$ cat src/hdl/dncd_pkg.sv
// Shared types, widths and tables for the day number to calendar date block.
// No dependencies.
package dncd_pkg;

    localparam int IN_W  = 48;
    localparam int YR_W  = 25;
    localparam int Y_W   = 26;
    localparam int J_W   = 34;
    localparam int TW_W  = 36;
    localparam int MO_W  = 4;
    localparam int DY_W  = 7;
    localparam int OFS_W = 9;

    typedef enum logic [4:0] {
        ST_IDLE, ST_YEST,
        ST_Y_UP, ST_Y_UP_W, ST_Y_DN, ST_Y_DN_W,
        ST_M_UP, ST_M_UP_W, ST_M_DN, ST_M_DN_W,
        ST_D_UP, ST_D_UP_W, ST_D_DN, ST_D_DN_W,
        ST_T_HR, ST_T_MIN, ST_T_SEC, ST_FIN
    } t_state;

    typedef enum logic [4:0] {
        OP_NONE, OP_LOAD, OP_YR_EST,
        OP_YR_NEXT, OP_YR_CUR, OP_YR_INC, OP_YR_DEC,
        OP_MO_EST, OP_MO_NEXT, OP_MO_PREV,
        OP_DY_EST, OP_DY_NEXT, OP_DY_PREV,
        OP_HR, OP_MIN, OP_SEC, OP_FIN
    } t_dp_op;

    typedef struct packed {
        t_dp_op op;
    } t_dp_cmd;

    typedef struct packed {
        logic conv_done;
        logic pass;
        logic out_busy;
    } t_dp_sts;

    // days before the first of each month, non-leap
    function automatic logic [OFS_W-1:0] month_offset(input logic [MO_W-1:0] m);
        logic [OFS_W-1:0] r;
        case (m)
            4'd0:    r = 9'd0;
            4'd1:    r = 9'd31;
            4'd2:    r = 9'd59;
            4'd3:    r = 9'd90;
            4'd4:    r = 9'd120;
            4'd5:    r = 9'd151;
            4'd6:    r = 9'd181;
            4'd7:    r = 9'd212;
            4'd8:    r = 9'd243;
            4'd9:    r = 9'd273;
            4'd10:   r = 9'd304;
            4'd11:   r = 9'd334;
            default: r = 9'd0;
        endcase
        return r;
    endfunction

endpackage

$ cat src/hdl/dncd_conv.sv
// Forward conversion (year, month, day) to twice the day count, four stages.
// Depends on dncd_pkg.
module dncd_conv (
    input  logic                               i_clk,
    input  logic                               i_rst_n,
    input  logic                               i_start,
    input  logic signed [dncd_pkg::YR_W-1:0]   i_yr,
    input  logic        [dncd_pkg::MO_W-1:0]   i_mo,
    input  logic        [dncd_pkg::DY_W-1:0]   i_dy,
    output logic                               o_done,
    output logic signed [dncd_pkg::TW_W-1:0]   o_tw
);

    localparam int J_W  = dncd_pkg::J_W;
    localparam int TW_W = dncd_pkg::TW_W;
    localparam int Y_W  = dncd_pkg::Y_W;
    localparam int MO_W = dncd_pkg::MO_W;

    localparam logic signed [J_W-1:0] GREG_LIMIT = J_W'(2361232);
    localparam logic signed [J_W-1:0] BASE_A     = J_W'(1794167);
    localparam logic signed [J_W-1:0] BASE_B     = J_W'(1721117);
    localparam logic [38:0]           D1         = 39'd3652422;
    localparam logic [32:0]           D2         = 33'd146100;
    localparam logic [16:0]           M1         = 17'((64'd100 << 32) / 64'd3652422);
    localparam logic [14:0]           M2         = 15'((64'd1 << 32) / 64'd146100);
    localparam logic signed [TW_W-1:0] TWICE_EPOCH = TW_W'(4830041);

    logic [4:0] r_vld;

    logic signed [dncd_pkg::YR_W-1:0] r_yr;
    logic [MO_W-1:0]                  r_mo;
    logic [dncd_pkg::DY_W-1:0]        r_dy;

    logic signed [J_W-1:0] r_j1, r_j2, r_j3;
    logic                  r_g2, r_g3;
    logic [31:0]           r_x1, r_x2;
    logic [16:0]           r_q1e, r_q1e3;
    logic [14:0]           r_q2e, r_q2e3;
    logic                  r_ge1, r_ge2;
    logic signed [TW_W-1:0] r_tw;

    // stage 1: Julian count
    logic                   s1_carry;
    logic signed [Y_W-1:0]  s1_y0, s1_y1, s1_y;
    logic [MO_W-1:0]        s1_m;
    logic                   s1_leap;
    logic signed [J_W-1:0]  s1_yj, s1_base, s1_quad, s1_add, s1_j;

    always_comb begin
        s1_carry = (r_mo > 4'd12);
        s1_y0    = Y_W'(r_yr) + Y_W'(s1_carry);
        s1_m     = r_mo - 4'd1 - (s1_carry ? 4'd12 : 4'd0);
        s1_y1    = (s1_y0 < 0) ? s1_y0 + Y_W'(1) : s1_y0;
        s1_y     = s1_y1 + Y_W'(4712);
        s1_leap  = (s1_y[1:0] == 2'b00) && (s1_m > 4'd1);
        s1_yj    = J_W'(s1_y);
        s1_base  = s1_yj * J_W'(365);
        s1_quad  = (s1_yj + J_W'(3)) >>> 2;
        s1_add   = J_W'(dncd_pkg::month_offset(s1_m)) + J_W'(r_dy) + J_W'(s1_leap) - J_W'(1);
        s1_j     = s1_base + s1_quad + s1_add;
    end

    // stage 2: quotient estimates by reciprocal
    logic [31:0] s2_x1, s2_x2;
    logic [48:0] s2_p1;
    logic [46:0] s2_p2;

    always_comb begin
        s2_x1 = 32'(r_j1 - BASE_A);
        s2_x2 = 32'(r_j1 - BASE_B);
        s2_p1 = 49'(s2_x1) * 49'(M1);
        s2_p2 = 47'(s2_x2) * 47'(M2);
    end

    // stage 3: remainder checks
    logic [38:0] s3_n1, s3_t1, s3_r1;
    logic [32:0] s3_t2, s3_r2;

    always_comb begin
        s3_n1 = 39'(r_x1) * 39'd100;
        s3_t1 = 39'(r_q1e) * D1;
        s3_r1 = s3_n1 - s3_t1;
        s3_t2 = 33'(r_q2e) * D2;
        s3_r2 = 33'(r_x2) - s3_t2;
    end

    // stage 4: correction and scaling
    logic [16:0]           s4_q1;
    logic [14:0]           s4_q2;
    logic signed [J_W-1:0] s4_corr, s4_j;

    always_comb begin
        s4_q1   = r_q1e3 + 17'(r_ge1);
        s4_q2   = r_q2e3 + 15'(r_ge2);
        s4_corr = J_W'(s4_q1) - J_W'(s4_q2);
        s4_j    = r_g3 ? r_j3 - s4_corr : r_j3;
    end

    always_ff @(posedge i_clk) begin
        if (!i_rst_n) begin
            r_vld <= '0;
        end else begin
            r_vld <= {r_vld[3:0], i_start};
        end
    end

    always_ff @(posedge i_clk) begin
        if (i_start) begin
            r_yr <= i_yr;
            r_mo <= i_mo;
            r_dy <= i_dy;
        end
        r_j1   <= s1_j;
        r_j2   <= r_j1;
        r_g2   <= (r_j1 > GREG_LIMIT);
        r_x1   <= s2_x1;
        r_x2   <= s2_x2;
        r_q1e  <= s2_p1[48:32];
        r_q2e  <= s2_p2[46:32];
        r_j3   <= r_j2;
        r_g3   <= r_g2;
        r_q1e3 <= r_q1e;
        r_q2e3 <= r_q2e;
        r_ge1  <= (s3_r1 >= D1);
        r_ge2  <= (s3_r2 >= D2);
        if (r_vld[3]) begin
            r_tw <= (TW_W'(s4_j) <<< 1) - TWICE_EPOCH;
        end
    end

    assign o_done = r_vld[4];
    assign o_tw   = r_tw;

endmodule

$ cat src/hdl/dncd_datapath.sv
// Datapath: input word, field registers, estimates, time of day, output register.
// Depends on dncd_pkg and dncd_conv.
module dncd_datapath #(
    parameter int FRAC_BITS = 24
) (
    input  logic                              i_clk,
    input  logic                              i_rst_n,
    input  dncd_pkg::t_dp_cmd                 i_cmd,
    output dncd_pkg::t_dp_sts                 o_sts,
    input  logic signed [dncd_pkg::IN_W-1:0]  i_day_number,
    input  logic                              i_ready,
    output logic                              o_valid,
    output logic signed [15:0]                o_year,
    output logic [3:0]                        o_month,
    output logic [4:0]                        o_day,
    output logic [4:0]                        o_hour,
    output logic [5:0]                        o_minute,
    output logic [5:0]                        o_second
);

    localparam int IN_W = dncd_pkg::IN_W;
    localparam int YR_W = dncd_pkg::YR_W;
    localparam int MO_W = dncd_pkg::MO_W;
    localparam int DY_W = dncd_pkg::DY_W;
    localparam int DI_W = IN_W - FRAC_BITS;
    localparam int YP_W = DI_W + 25;
    localparam int TP_W = FRAC_BITS + 17;
    localparam logic signed [24:0] YEAR_K = 25'((64'd10000 << 32) / 64'd3652422);

    logic signed [IN_W-1:0] r_d;
    logic signed [YR_W-1:0] r_yr;
    logic [MO_W-1:0]        r_mo;
    logic [DY_W-1:0]        r_dy;
    logic [4:0]             r_hr;
    logic [10:0]            r_mins;
    logic [16:0]            r_secs;
    logic                   r_valid;

    logic signed [YR_W-1:0] c_yr;
    logic [MO_W-1:0]        c_mo;
    logic [DY_W-1:0]        c_dy;
    logic                   c_start;
    logic                   conv_done;
    logic signed [dncd_pkg::TW_W-1:0] conv_tw;

    always_comb begin
        c_yr    = r_yr;
        c_mo    = 4'd1;
        c_dy    = DY_W'(1);
        c_start = 1'b0;
        case (i_cmd.op)
            dncd_pkg::OP_YR_NEXT: begin
                c_yr    = r_yr + YR_W'(1);
                c_start = 1'b1;
            end
            dncd_pkg::OP_YR_CUR: begin
                c_start = 1'b1;
            end
            dncd_pkg::OP_MO_NEXT: begin
                c_mo    = r_mo + 4'd1;
                c_start = 1'b1;
            end
            dncd_pkg::OP_MO_PREV: begin
                c_mo    = r_mo - 4'd1;
                c_start = 1'b1;
            end
            dncd_pkg::OP_DY_NEXT: begin
                c_mo    = r_mo;
                c_dy    = r_dy + DY_W'(1);
                c_start = 1'b1;
            end
            dncd_pkg::OP_DY_PREV: begin
                c_mo    = r_mo;
                c_dy    = r_dy - DY_W'(1);
                c_start = 1'b1;
            end
            default: begin
                c_start = 1'b0;
            end
        endcase
    end

    dncd_conv u_conv (
        .i_clk   (i_clk),
        .i_rst_n (i_rst_n),
        .i_start (c_start),
        .i_yr    (c_yr),
        .i_mo    (c_mo),
        .i_dy    (c_dy),
        .o_done  (conv_done),
        .o_tw    (conv_tw)
    );

    // compare and distance against the last conversion
    logic signed [IN_W-1:0] dh, tw_ext, gap, days;
    logic                   pass;

    always_comb begin
        dh     = r_d >>> (FRAC_BITS - 1);
        tw_ext = IN_W'(conv_tw);
        pass   = (dh >= tw_ext);
        gap    = dh - tw_ext;
        days   = gap >>> 1;
    end

    // year estimate
    logic signed [DI_W-1:0] dint;
    logic signed [YP_W-1:0] yprod;
    logic signed [YR_W-1:0] yest;

    always_comb begin
        dint  = DI_W'(r_d >>> FRAC_BITS);
        yprod = YP_W'(dint) * YP_W'(YEAR_K);
        yest  = YR_W'(yprod >>> 32) + YR_W'(1900);
    end

    // month and day estimates
    logic [20:0]     mprod;
    logic [MO_W-1:0] mest;
    logic [DY_W-1:0] dest;

    always_comb begin
        mprod = 21'(days[8:0]) * 21'd2185;
        mest  = (days >= IN_W'(330)) ? 4'd12 : 4'd1 + MO_W'(mprod[20:16]);
        dest  = (days > IN_W'(62)) ? DY_W'(63) : DY_W'(1) + DY_W'(days[5:0]);
    end

    // time of day
    logic [FRAC_BITS-1:0] frac;
    logic [16:0]          tk;
    logic [TP_W-1:0]      tprod;
    logic [16:0]          tres;
    logic [10:0]          hr60;
    logic [16:0]          mn60;
    logic signed [15:0]   ysat;

    always_comb begin
        frac = {r_d[FRAC_BITS-1] ^ conv_tw[0], r_d[FRAC_BITS-2:0]};
        case (i_cmd.op)
            dncd_pkg::OP_HR:  tk = 17'd24;
            dncd_pkg::OP_MIN: tk = 17'd1440;
            default:          tk = 17'd86400;
        endcase
        tprod = TP_W'(frac) * TP_W'(tk);
        tres  = tprod[FRAC_BITS +: 17];
        hr60  = 11'(r_hr) * 11'd60;
        mn60  = 17'(r_mins) * 17'd60;
        if (r_yr > YR_W'(32767)) begin
            ysat = 16'sh7fff;
        end else if (r_yr < -YR_W'(32768)) begin
            ysat = -16'sh8000;
        end else begin
            ysat = 16'(r_yr);
        end
    end

    always_ff @(posedge i_clk) begin
        case (i_cmd.op)
            dncd_pkg::OP_LOAD:    r_d    <= i_day_number;
            dncd_pkg::OP_YR_EST:  r_yr   <= yest;
            dncd_pkg::OP_YR_INC:  r_yr   <= r_yr + YR_W'(1);
            dncd_pkg::OP_YR_DEC:  r_yr   <= r_yr - YR_W'(1);
            dncd_pkg::OP_MO_EST:  r_mo   <= mest;
            dncd_pkg::OP_MO_NEXT: r_mo   <= c_mo;
            dncd_pkg::OP_MO_PREV: r_mo   <= c_mo;
            dncd_pkg::OP_DY_EST:  r_dy   <= dest;
            dncd_pkg::OP_DY_NEXT: r_dy   <= c_dy;
            dncd_pkg::OP_DY_PREV: r_dy   <= c_dy;
            dncd_pkg::OP_HR:      r_hr   <= tres[4:0];
            dncd_pkg::OP_MIN:     r_mins <= tres[10:0];
            dncd_pkg::OP_SEC:     r_secs <= tres;
            default: begin
            end
        endcase
        if (i_cmd.op == dncd_pkg::OP_FIN) begin
            o_year   <= ysat;
            o_month  <= r_mo;
            o_day    <= r_dy[4:0];
            o_hour   <= r_hr;
            o_minute <= 6'(r_mins - hr60);
            o_second <= 6'(r_secs - mn60);
        end
    end

    always_ff @(posedge i_clk) begin
        if (!i_rst_n) begin
            r_valid <= 1'b0;
        end else if (i_cmd.op == dncd_pkg::OP_FIN) begin
            r_valid <= 1'b1;
        end else if (i_ready) begin
            r_valid <= 1'b0;
        end
    end

    assign o_valid        = r_valid;
    assign o_sts.conv_done = conv_done;
    assign o_sts.pass      = pass;
    assign o_sts.out_busy  = r_valid && !i_ready;

endmodule

$ cat src/hdl/dncd_ctrl.sv
// Controller: sequences the year, month and day searches and the time of day.
// Depends on dncd_pkg.
module dncd_ctrl (
    input  logic              i_clk,
    input  logic              i_rst_n,
    input  logic              i_valid,
    output logic              o_ready,
    input  dncd_pkg::t_dp_sts i_sts,
    output dncd_pkg::t_dp_cmd o_cmd
);

    dncd_pkg::t_state r_state, n_state;

    always_ff @(posedge i_clk) begin
        if (!i_rst_n) begin
            r_state <= dncd_pkg::ST_IDLE;
        end else begin
            r_state <= n_state;
        end
    end

    always_comb begin
        n_state  = r_state;
        o_cmd.op = dncd_pkg::OP_NONE;
        case (r_state)
            dncd_pkg::ST_IDLE: begin
                if (i_valid) begin
                    o_cmd.op = dncd_pkg::OP_LOAD;
                    n_state  = dncd_pkg::ST_YEST;
                end
            end
            dncd_pkg::ST_YEST: begin
                o_cmd.op = dncd_pkg::OP_YR_EST;
                n_state  = dncd_pkg::ST_Y_UP;
            end
            dncd_pkg::ST_Y_UP: begin
                o_cmd.op = dncd_pkg::OP_YR_NEXT;
                n_state  = dncd_pkg::ST_Y_UP_W;
            end
            dncd_pkg::ST_Y_UP_W: begin
                if (i_sts.conv_done) begin
                    if (i_sts.pass) begin
                        o_cmd.op = dncd_pkg::OP_YR_INC;
                        n_state  = dncd_pkg::ST_Y_UP;
                    end else begin
                        n_state  = dncd_pkg::ST_Y_DN;
                    end
                end
            end
            dncd_pkg::ST_Y_DN: begin
                o_cmd.op = dncd_pkg::OP_YR_CUR;
                n_state  = dncd_pkg::ST_Y_DN_W;
            end
            dncd_pkg::ST_Y_DN_W: begin
                if (i_sts.conv_done) begin
                    if (!i_sts.pass) begin
                        o_cmd.op = dncd_pkg::OP_YR_DEC;
                        n_state  = dncd_pkg::ST_Y_DN;
                    end else begin
                        o_cmd.op = dncd_pkg::OP_MO_EST;
                        n_state  = dncd_pkg::ST_M_UP;
                    end
                end
            end
            dncd_pkg::ST_M_UP: begin
                o_cmd.op = dncd_pkg::OP_MO_NEXT;
                n_state  = dncd_pkg::ST_M_UP_W;
            end
            dncd_pkg::ST_M_UP_W: begin
                if (i_sts.conv_done) begin
                    n_state = i_sts.pass ? dncd_pkg::ST_M_UP : dncd_pkg::ST_M_DN;
                end
            end
            dncd_pkg::ST_M_DN: begin
                o_cmd.op = dncd_pkg::OP_MO_PREV;
                n_state  = dncd_pkg::ST_M_DN_W;
            end
            dncd_pkg::ST_M_DN_W: begin
                if (i_sts.conv_done) begin
                    if (!i_sts.pass) begin
                        n_state  = dncd_pkg::ST_M_DN;
                    end else begin
                        o_cmd.op = dncd_pkg::OP_DY_EST;
                        n_state  = dncd_pkg::ST_D_UP;
                    end
                end
            end
            dncd_pkg::ST_D_UP: begin
                o_cmd.op = dncd_pkg::OP_DY_NEXT;
                n_state  = dncd_pkg::ST_D_UP_W;
            end
            dncd_pkg::ST_D_UP_W: begin
                if (i_sts.conv_done) begin
                    n_state = i_sts.pass ? dncd_pkg::ST_D_UP : dncd_pkg::ST_D_DN;
                end
            end
            dncd_pkg::ST_D_DN: begin
                o_cmd.op = dncd_pkg::OP_DY_PREV;
                n_state  = dncd_pkg::ST_D_DN_W;
            end
            dncd_pkg::ST_D_DN_W: begin
                if (i_sts.conv_done) begin
                    n_state = i_sts.pass ? dncd_pkg::ST_T_HR : dncd_pkg::ST_D_DN;
                end
            end
            dncd_pkg::ST_T_HR: begin
                o_cmd.op = dncd_pkg::OP_HR;
                n_state  = dncd_pkg::ST_T_MIN;
            end
            dncd_pkg::ST_T_MIN: begin
                o_cmd.op = dncd_pkg::OP_MIN;
                n_state  = dncd_pkg::ST_T_SEC;
            end
            dncd_pkg::ST_T_SEC: begin
                o_cmd.op = dncd_pkg::OP_SEC;
                n_state  = dncd_pkg::ST_FIN;
            end
            dncd_pkg::ST_FIN: begin
                if (!i_sts.out_busy) begin
                    o_cmd.op = dncd_pkg::OP_FIN;
                    n_state  = dncd_pkg::ST_IDLE;
                end
            end
            default: begin
                n_state = dncd_pkg::ST_IDLE;
            end
        endcase
    end

    assign o_ready = (r_state == dncd_pkg::ST_IDLE);

endmodule

$ cat src/hdl/day_number_to_calendar_date.sv
// Day number to calendar date (GMT), top level.
// Depends on dncd_pkg, dncd_ctrl, dncd_datapath.
//
// Input channel: i_valid/o_ready carry one signed fixed-point day count
// (FRAC_BITS fraction bits, 0.5 is 1900 Jan 1 0h). Output channel:
// o_valid/i_ready carry year, month, day, hour, minute and second.
// One word is in work at a time. Each candidate year, month or day is
// tested through the date-to-count conversion pipeline, and the controller
// waits for its answer before it issues the next; a word takes longer the
// more candidates are tested, so longer for years far from the estimate.
// The result sits in an output register; the next word is accepted while
// it waits. If the receiver stalls, the finished next result holds in the
// controller until the register is free.
// Reset (synchronous, active low) idles the controller, empties the output
// register and clears the conversion valid bits; no other state is cleared.
module day_number_to_calendar_date #(
    parameter int FRAC_BITS = 24
) (
    input  logic                              i_clk,
    input  logic                              i_rst_n,
    input  logic                              i_valid,
    output logic                              o_ready,
    input  logic signed [dncd_pkg::IN_W-1:0]  i_day_number,
    output logic                              o_valid,
    input  logic                              i_ready,
    output logic signed [15:0]                o_year,
    output logic [3:0]                        o_month,
    output logic [4:0]                        o_day,
    output logic [4:0]                        o_hour,
    output logic [5:0]                        o_minute,
    output logic [5:0]                        o_second
);

    dncd_pkg::t_dp_cmd cmd;
    dncd_pkg::t_dp_sts sts;

    dncd_ctrl u_ctrl (
        .i_clk   (i_clk),
        .i_rst_n (i_rst_n),
        .i_valid (i_valid),
        .o_ready (o_ready),
        .i_sts   (sts),
        .o_cmd   (cmd)
    );

    dncd_datapath #(
        .FRAC_BITS (FRAC_BITS)
    ) u_dp (
        .i_clk        (i_clk),
        .i_rst_n      (i_rst_n),
        .i_cmd        (cmd),
        .o_sts        (sts),
        .i_day_number (i_day_number),
        .i_ready      (i_ready),
        .o_valid      (o_valid),
        .o_year       (o_year),
        .o_month      (o_month),
        .o_day        (o_day),
        .o_hour       (o_hour),
        .o_minute     (o_minute),
        .o_second     (o_second)
    );

endmodule

$ cat config.mk
export PLATFORM = sky130hd
export DESIGN_NAME = day_number_to_calendar_date
export DESIGN_NICKNAME = d
export VERILOG_FILES = /design/src/hdl/dncd_pkg.sv /design/src/hdl/dncd_conv.sv /design/src/hdl/dncd_datapath.sv /design/src/hdl/dncd_ctrl.sv /design/src/hdl/day_number_to_calendar_date.sv
export SDC_FILE = /design/constraint.sdc
export NUM_CORES = 2
export LEC_CHECK = 0
export BUFFER_PORTS_ARGS = -buffer_cell sky130_fd_sc_hd__buf_2
export CAP_MARGIN = 10
export CORE_ASPECT_RATIO = 2
export CORE_MARGIN = 5
export CORE_UTILIZATION = 45
export DETAILED_ROUTE_END_ITERATION = 16
export GPL_ROUTABILITY_DRIVEN = 0
export GPL_TIMING_DRIVEN = 0
export PLACE_DENSITY = 0.67
export SLEW_MARGIN = 20
export SYNTH_ARGS = -nofsm -noshare
export SYNTH_HDL_FRONTEND = slang
export SYNTH_HIERARCHICAL = 1
export SYNTH_SLANG_ARGS = --single-unit
$ cat constraint.sdc
create_clock -name i_clk -period 21.2 [get_ports i_clk]
set_clock_uncertainty 0.2 [all_clocks]
set_input_delay 4.24 -clock i_clk [delete_from_list [all_inputs] [get_ports i_clk]]
set_output_delay 4.24 -clock i_clk [all_outputs]
set_load 0.01 [all_outputs]
# ---- Yosys cells after proc, flatten, opt, wreduce, memory -nomap -nowiden
# Memory sizes are Yosys's and may differ from the RTL's.
# Index checks and enable logic that the tools add are counted.
dict set report word_totals {
  reg_bits 465
  mem_bits_ro 144
  input_bits 52
  output_inout_bits 44
  mem_count 1
}
dict set report op_classes {
  add_sub_neg 32
  multipliers 11
  n_lt_le_gt_ge 11
  n_eq_ne 41
  muxes 40
  bitwise 1
  n_reduce_logical 13
}
# memory words width rd rd_ports_with_merged_regs wr line
set mem_list {}
lappend mem_list {{(name not given)} 16 9 1 0 0 dncd_pkg.sv:43} ;# case (m)
# cell n
set op_table {}
lappend op_table {{$pmux 5 s18} 1}
lappend op_table {{$eq 5x4->1 const B} 16}
lappend op_table {{$pmux 25 s3} 1}
lappend op_table {{$pmux 5 s15} 1}
lappend op_table {{$sub 32x22->32 const B} 2}
lappend op_table {{$mux 5} 12}
lappend op_table {{$mul 24x24->48 const B} 1}
lappend op_table {{$mul 32x15->47 const B} 1}
lappend op_table {{$mul 32x14->46 const B} 1}
lappend op_table {{$eq 5x3->1 const B} 8}
lappend op_table {{$ge 39x22->1 const B} 1}
lappend op_table {{$sub 39x39->39} 1}
lappend op_table {{$mul 17x21->38 const B} 1}
lappend op_table {{$mul 32x5->37 const B} 1}
lappend op_table {{$sub 25x36->37} 1}
lappend op_table {{$ge 25x36->1} 1}
lappend op_table {{$ge 36x10->1 const B} 1}
lappend op_table {{$gt 36x7->1 const B} 1}
lappend op_table {{$sub 35x24->36 const B} 1}
lappend op_table {{$mul 24x17->35} 1}
lappend op_table {{$add 34x12->34} 1}
lappend op_table {{$add 34x25->34} 1}
lappend op_table {{$gt 34x23->1 const B} 1}
lappend op_table {{$mul 26x10->34 const B} 1}
lappend op_table {{61 further kinds} 91}

# ---- Logic depth before layout (Yosys ltp)
dict set report depth {
  depth_word 10
  ltp_mapped 45
  depth_no_buf 43
}

# ---- By module
# The synthesis kept the hierarchy.
# mod n_inst cells_each area_each_um2
set modules_own_cells {}
lappend modules_own_cells {dncd_conv 1 5694 55685.9}
lappend modules_own_cells {dncd_datapath 1 3148 29951.2}
lappend modules_own_cells {dncd_ctrl 1 83 588.1}

# ---- Least setup slack after synthesis
# OpenSTA, ideal clock, no wires.
dict set report synth_path {
  kind {input -> register}
  startpoint {input i_valid}
  endpoint {register u_dp/u_conv/r_dy[0] in the netlist's numbering, enable pin}
  setup_ps 627
  t_arrival_ps 11183
  path_slack_ps 9190
  path_stages 7
  path_cell_list {or3b_1 a21oi_1 o21ai_0 o21ai_1 clkbuf_1 nor2b_1 a2111oi_0}
}
# element line
set synth_lines {}
lappend synth_lines {{start: declaration} day_number_to_calendar_date.sv:21} ;# input logic i_valid,
lappend synth_lines {{end signal: assignment} dncd_conv.sv:111} ;# r_dy <= i_dy;
lappend synth_lines {{end: declaration} dncd_conv.sv:32} ;# logic [dncd_pkg::DY_W-1:0] r_dy;

# ---- Worst setup path after layout
dict set report layout_path {
  startpoint {register u_dp.u_conv.r_mo[0]}
  endpoint {register u_dp.u_conv.r_j1[33]}
}
dict set report layout_via {
  elab_chain_cells 10
  word_cells_on_any_way 20
  classes_between {add/sub: 11; mul: 1; order compare: 3; mux: 2; reduce/logical: 2; memory: 1}
}
# element line
set layout_rtl {}
lappend layout_rtl {{start: declaration} dncd_conv.sv:31} ;# logic [MO_W-1:0] r_mo;
lappend layout_rtl {{start signal: assignment} dncd_conv.sv:110} ;# r_mo <= i_mo;
lappend layout_rtl {{parallel branches: the longest is 9 deep, another holds $mul 26x10->34} -}
lappend layout_rtl {{$add 34x12->34 (*)} dncd_conv.sv:60} ;# s1_j = s1_base + s1_quad + s1_add;
lappend layout_rtl {{net u_dp.u_conv.s1_j[33]} dncd_conv.sv:47} ;# logic signed [J_W-1:0] s1_yj, s1_base, s1_quad, s1_add, s1_j;
lappend layout_rtl {{end signal: assignment} dncd_conv.sv:113} ;# r_j1 <= s1_j;
lappend layout_rtl {{end: declaration} dncd_conv.sv:34} ;# logic signed [J_W-1:0] r_j1, r_j2, r_j3;
# Mark *: on every way through the listed nets, which the timed path passes.
# A chain may end at the register's enable or synchronous reset.

==> flow_summary.ini <==
[status]
status = finished clean

[yosys]
synth_top_area_share_pct = 28.2
yosysTopAreaCell = fa_1
synthTopCellsByCount = 1807 x inv_1, 1523 x ha_1, 1215 x fa_1, 411 x xnor2_1, 401 x a21oi_1
ys_ff_latch = 457
ys_async_sr_fraction_pct = 0
synth_cells = 8925
synth_area_leaders = fa_1 28%, ha_1 22%, inv_1 7.9%
seq_area_frac_synth_pct = 13.1
yosysMostFrequentCell = inv_1
syn_avg_cell_area_um2 = 9.66
syn-cell-area_um2 = 86200
synthDistinctLibCells = 123
synth_edf_count = 214
synth_nets = 11700
yosys_warnings = 6
synth_ff_type = dfxtp_1

[die]
core_um2 = 191000
die_area_um2 = 201000
ios = 96
fp.dieH_um = 629
num_rows = 227
die_w_um = 320
initial_core_util_pct = 45.2

[worst_setup_path]
cp_slowest_cell = or4_1
arrival_ns = 13.20
critPathRequiredTime_ns = 21.52
worstSetupPathType = reg2reg
worstSetupStartpointType = flip-flop
cp_slowest_stage_delay_ns = 0.68
cp_common_cell = ha_1
cp-end-kind = flip-flop
reg2reg_setup_slack_ns = 8.32
crit_path_max_fanout = 10

[timing]
fin_setup_tns_ns = 0
final_max_slew_viol_count = 0
hold_viol = 0
tightest_slew_ns = 1.20
rsz0062_at_grt = false
setup_violations = 0
slew_headroom_pct = 19.6
setup_ws_ns = 8.32
fin_crit_sh_pct = 60.7
max_freq_mhz = 77.6
fin_crit_ns = 12.88

[clock_network]
cts_tree = built
cts-root-buf = clkbuf_16
clk_pin_slew_ns = 0.07
post_cts_buffers = 0
ctsResizeCount = 0
hold_buffers = 0
cts_buffer_depth = 3
cts-buffers-inserted = 46
htree_levels = 2
insertion_delay_ns = 0.73
cts_num_sinks = 457

[flow_run]
max-cap-violations = 0

[grt]
grt_pass1_wl_mm = 391
grt_max_degree = 36
antenna_found_initial = 7
grt_usage_pct = 25.0
grt_pass1_vias = 72900
globalRouteOverflowTotal = 0

[layout]
fin_nets = 11900
drive_gt1_share_pct = 4.93
postLayoutCellArea_um2 = 92600
n_fill_cell = 17600
area_growth_syn_to_layout_pct = 7.42

[hold_path]
worstHoldPathType = reg2reg

[routing]
drc = 0
first_pass_iters = 8
wirelength_mm = 253
avgViaCountPerCell = 5.61
via_count = 65600
drtIter0Drc = 3473
avgRoutedWirePerCell_um = 21.7
ant_nets = 0

[place]
placed_cell_area_um2 = 91000
detailed_place_hpwl_mm = 218
post-place-ws_ns = 7.81
portBuffers = 95
[registers in the layout, summed over array words and instances (netlist names), 17 cells and up]
register and cells:
u_dp/u_conv/r_x1 31, u_dp/u_conv/r_q1e 17, u_dp/u_conv/r_x2 31, u_dp/u_conv/r_yr 25, u_dp/u_conv/r_j2 34, u_dp/r_yr 25
u_dp/u_conv/r_j3 34, u_dp/u_conv/r_j1 34, u_dp/u_conv/o_tw 35, u_dp/u_conv/r_q1e3 17, u_dp/r_d 48
[layout by cell type, fill, tap and decap left out, drive strengths merged, types with 80 or more instances in the layout]
master | Yosys | final
nor2 | 350 | 350
xor2 | 229 | 229
buf | 35 | 181
and2 | 95 | 95
edfxtp | 214 | 214
o21a | 80 | 80
dfxtp | 243 | 243
ha | 1523 | 1523
fa | 1215 | 1215
nor3 | 123 | 123
a21oi | 405 | 405
nand2 | 397 | 397
clkbuf | 121 | 173
nand3 | 146 | 146
nor2b | 100 | 100
a21o | 150 | 150
o21ai | 275 | 275
xnor2 | 413 | 413
inv | 1807 | 1820
[cells by family (layout without fill, tap and decap cells)]
kind of cell / Yosys count / in the layout / share of synthesized area (%)
buffers and inverters: 1964 / 2196 / 8.64
and+or+nand+nor: 1630 / 1630 / 9.60
other: 1 / 5 / 0.00435
adders and majority gates: 2739 / 2739 / 50.3
muxes: 37 / 37 / 0.456
DFF: 457 / 457 / 13.1
AOI/OAI and AO/OA: 1454 / 1454 / 11.3
xor gates and xnor gates: 643 / 643 / 6.60
[worst max-delay path: cells and delay by family, from the launching register on]
family                     cells  cell delay (ns)
adders and majority gates     10             3.72
and+or+nand+nor               10             2.78
DFF                            1             0.47
buffers and inverters          6             0.80
xor gates and xnor gates       4             1.34
AOI/OAI and AO/OA             13             3.34
[per-stage QoR]
stage	utilization [%]	cells	hold WS (ns)
after floorplan	-	8925	0.110
after global placement	47.1	11500	0.113
after detailed placement	47.7	11600	0.112
after CTS	48.5	11700	0.101
after global routing	48.5	11700	0.116
final	48.5	11700	0.104
[layer usage]
| layer | wire length [um] | part of all wire [%] | global-route usage (%) | vias up |
|---|---|---|---|---|
| li1 | - | - | - | 30000 |
| met1 | 77900 | 31 | 22.2 | 32300 |
| met2 | 133000 | 53 | 47.4 | 2122 |
| met3 | 9600 | 3.8 | 2.83 | 1156 |
| met4 | 32400 | 13 | 24.6 | 0 |
| met5 | 0 | 0 | 0 | - |
[final timing paths]
check	cells after the start	start	end
min	0	u_dp/u_conv/r_j1[7]	u_dp/u_conv/r_j2[7]
max	43	u_dp/u_conv/r_mo[0]	u_dp/u_conv/r_j1[33]
max reg2reg	43	u_dp/u_conv/r_mo[0]	u_dp/u_conv/r_j1[33]
min reg2reg	0	u_dp/u_conv/r_j1[7]	u_dp/u_conv/r_j2[7]
[final cells by class]
| cell class | instances | area (um2) | share of cell area (%) |
|---|---|---|---|
| multi-input cells | 6504 | 68000 | 73.4 |
| plain buffers | 156 | 662 | 0.715 |
| repair buffers | 146 | 1100 | 1.19 |
| flip-flops and latches | 457 | 11300 | 12.2 |
| diodes | 4 | 10.0 | 0.0108 |
| well taps | 2519 | 3150 | 3.40 |
| clock inverters | 34 | 407 | 0.439 |
| inverters | 1808 | 6790 | 7.33 |
| clock buffers | 52 | 1200 | 1.30 |
Power is not shown: default switching activity piles up to over one toggle a cycle in this logic, so the estimate is an artifact.
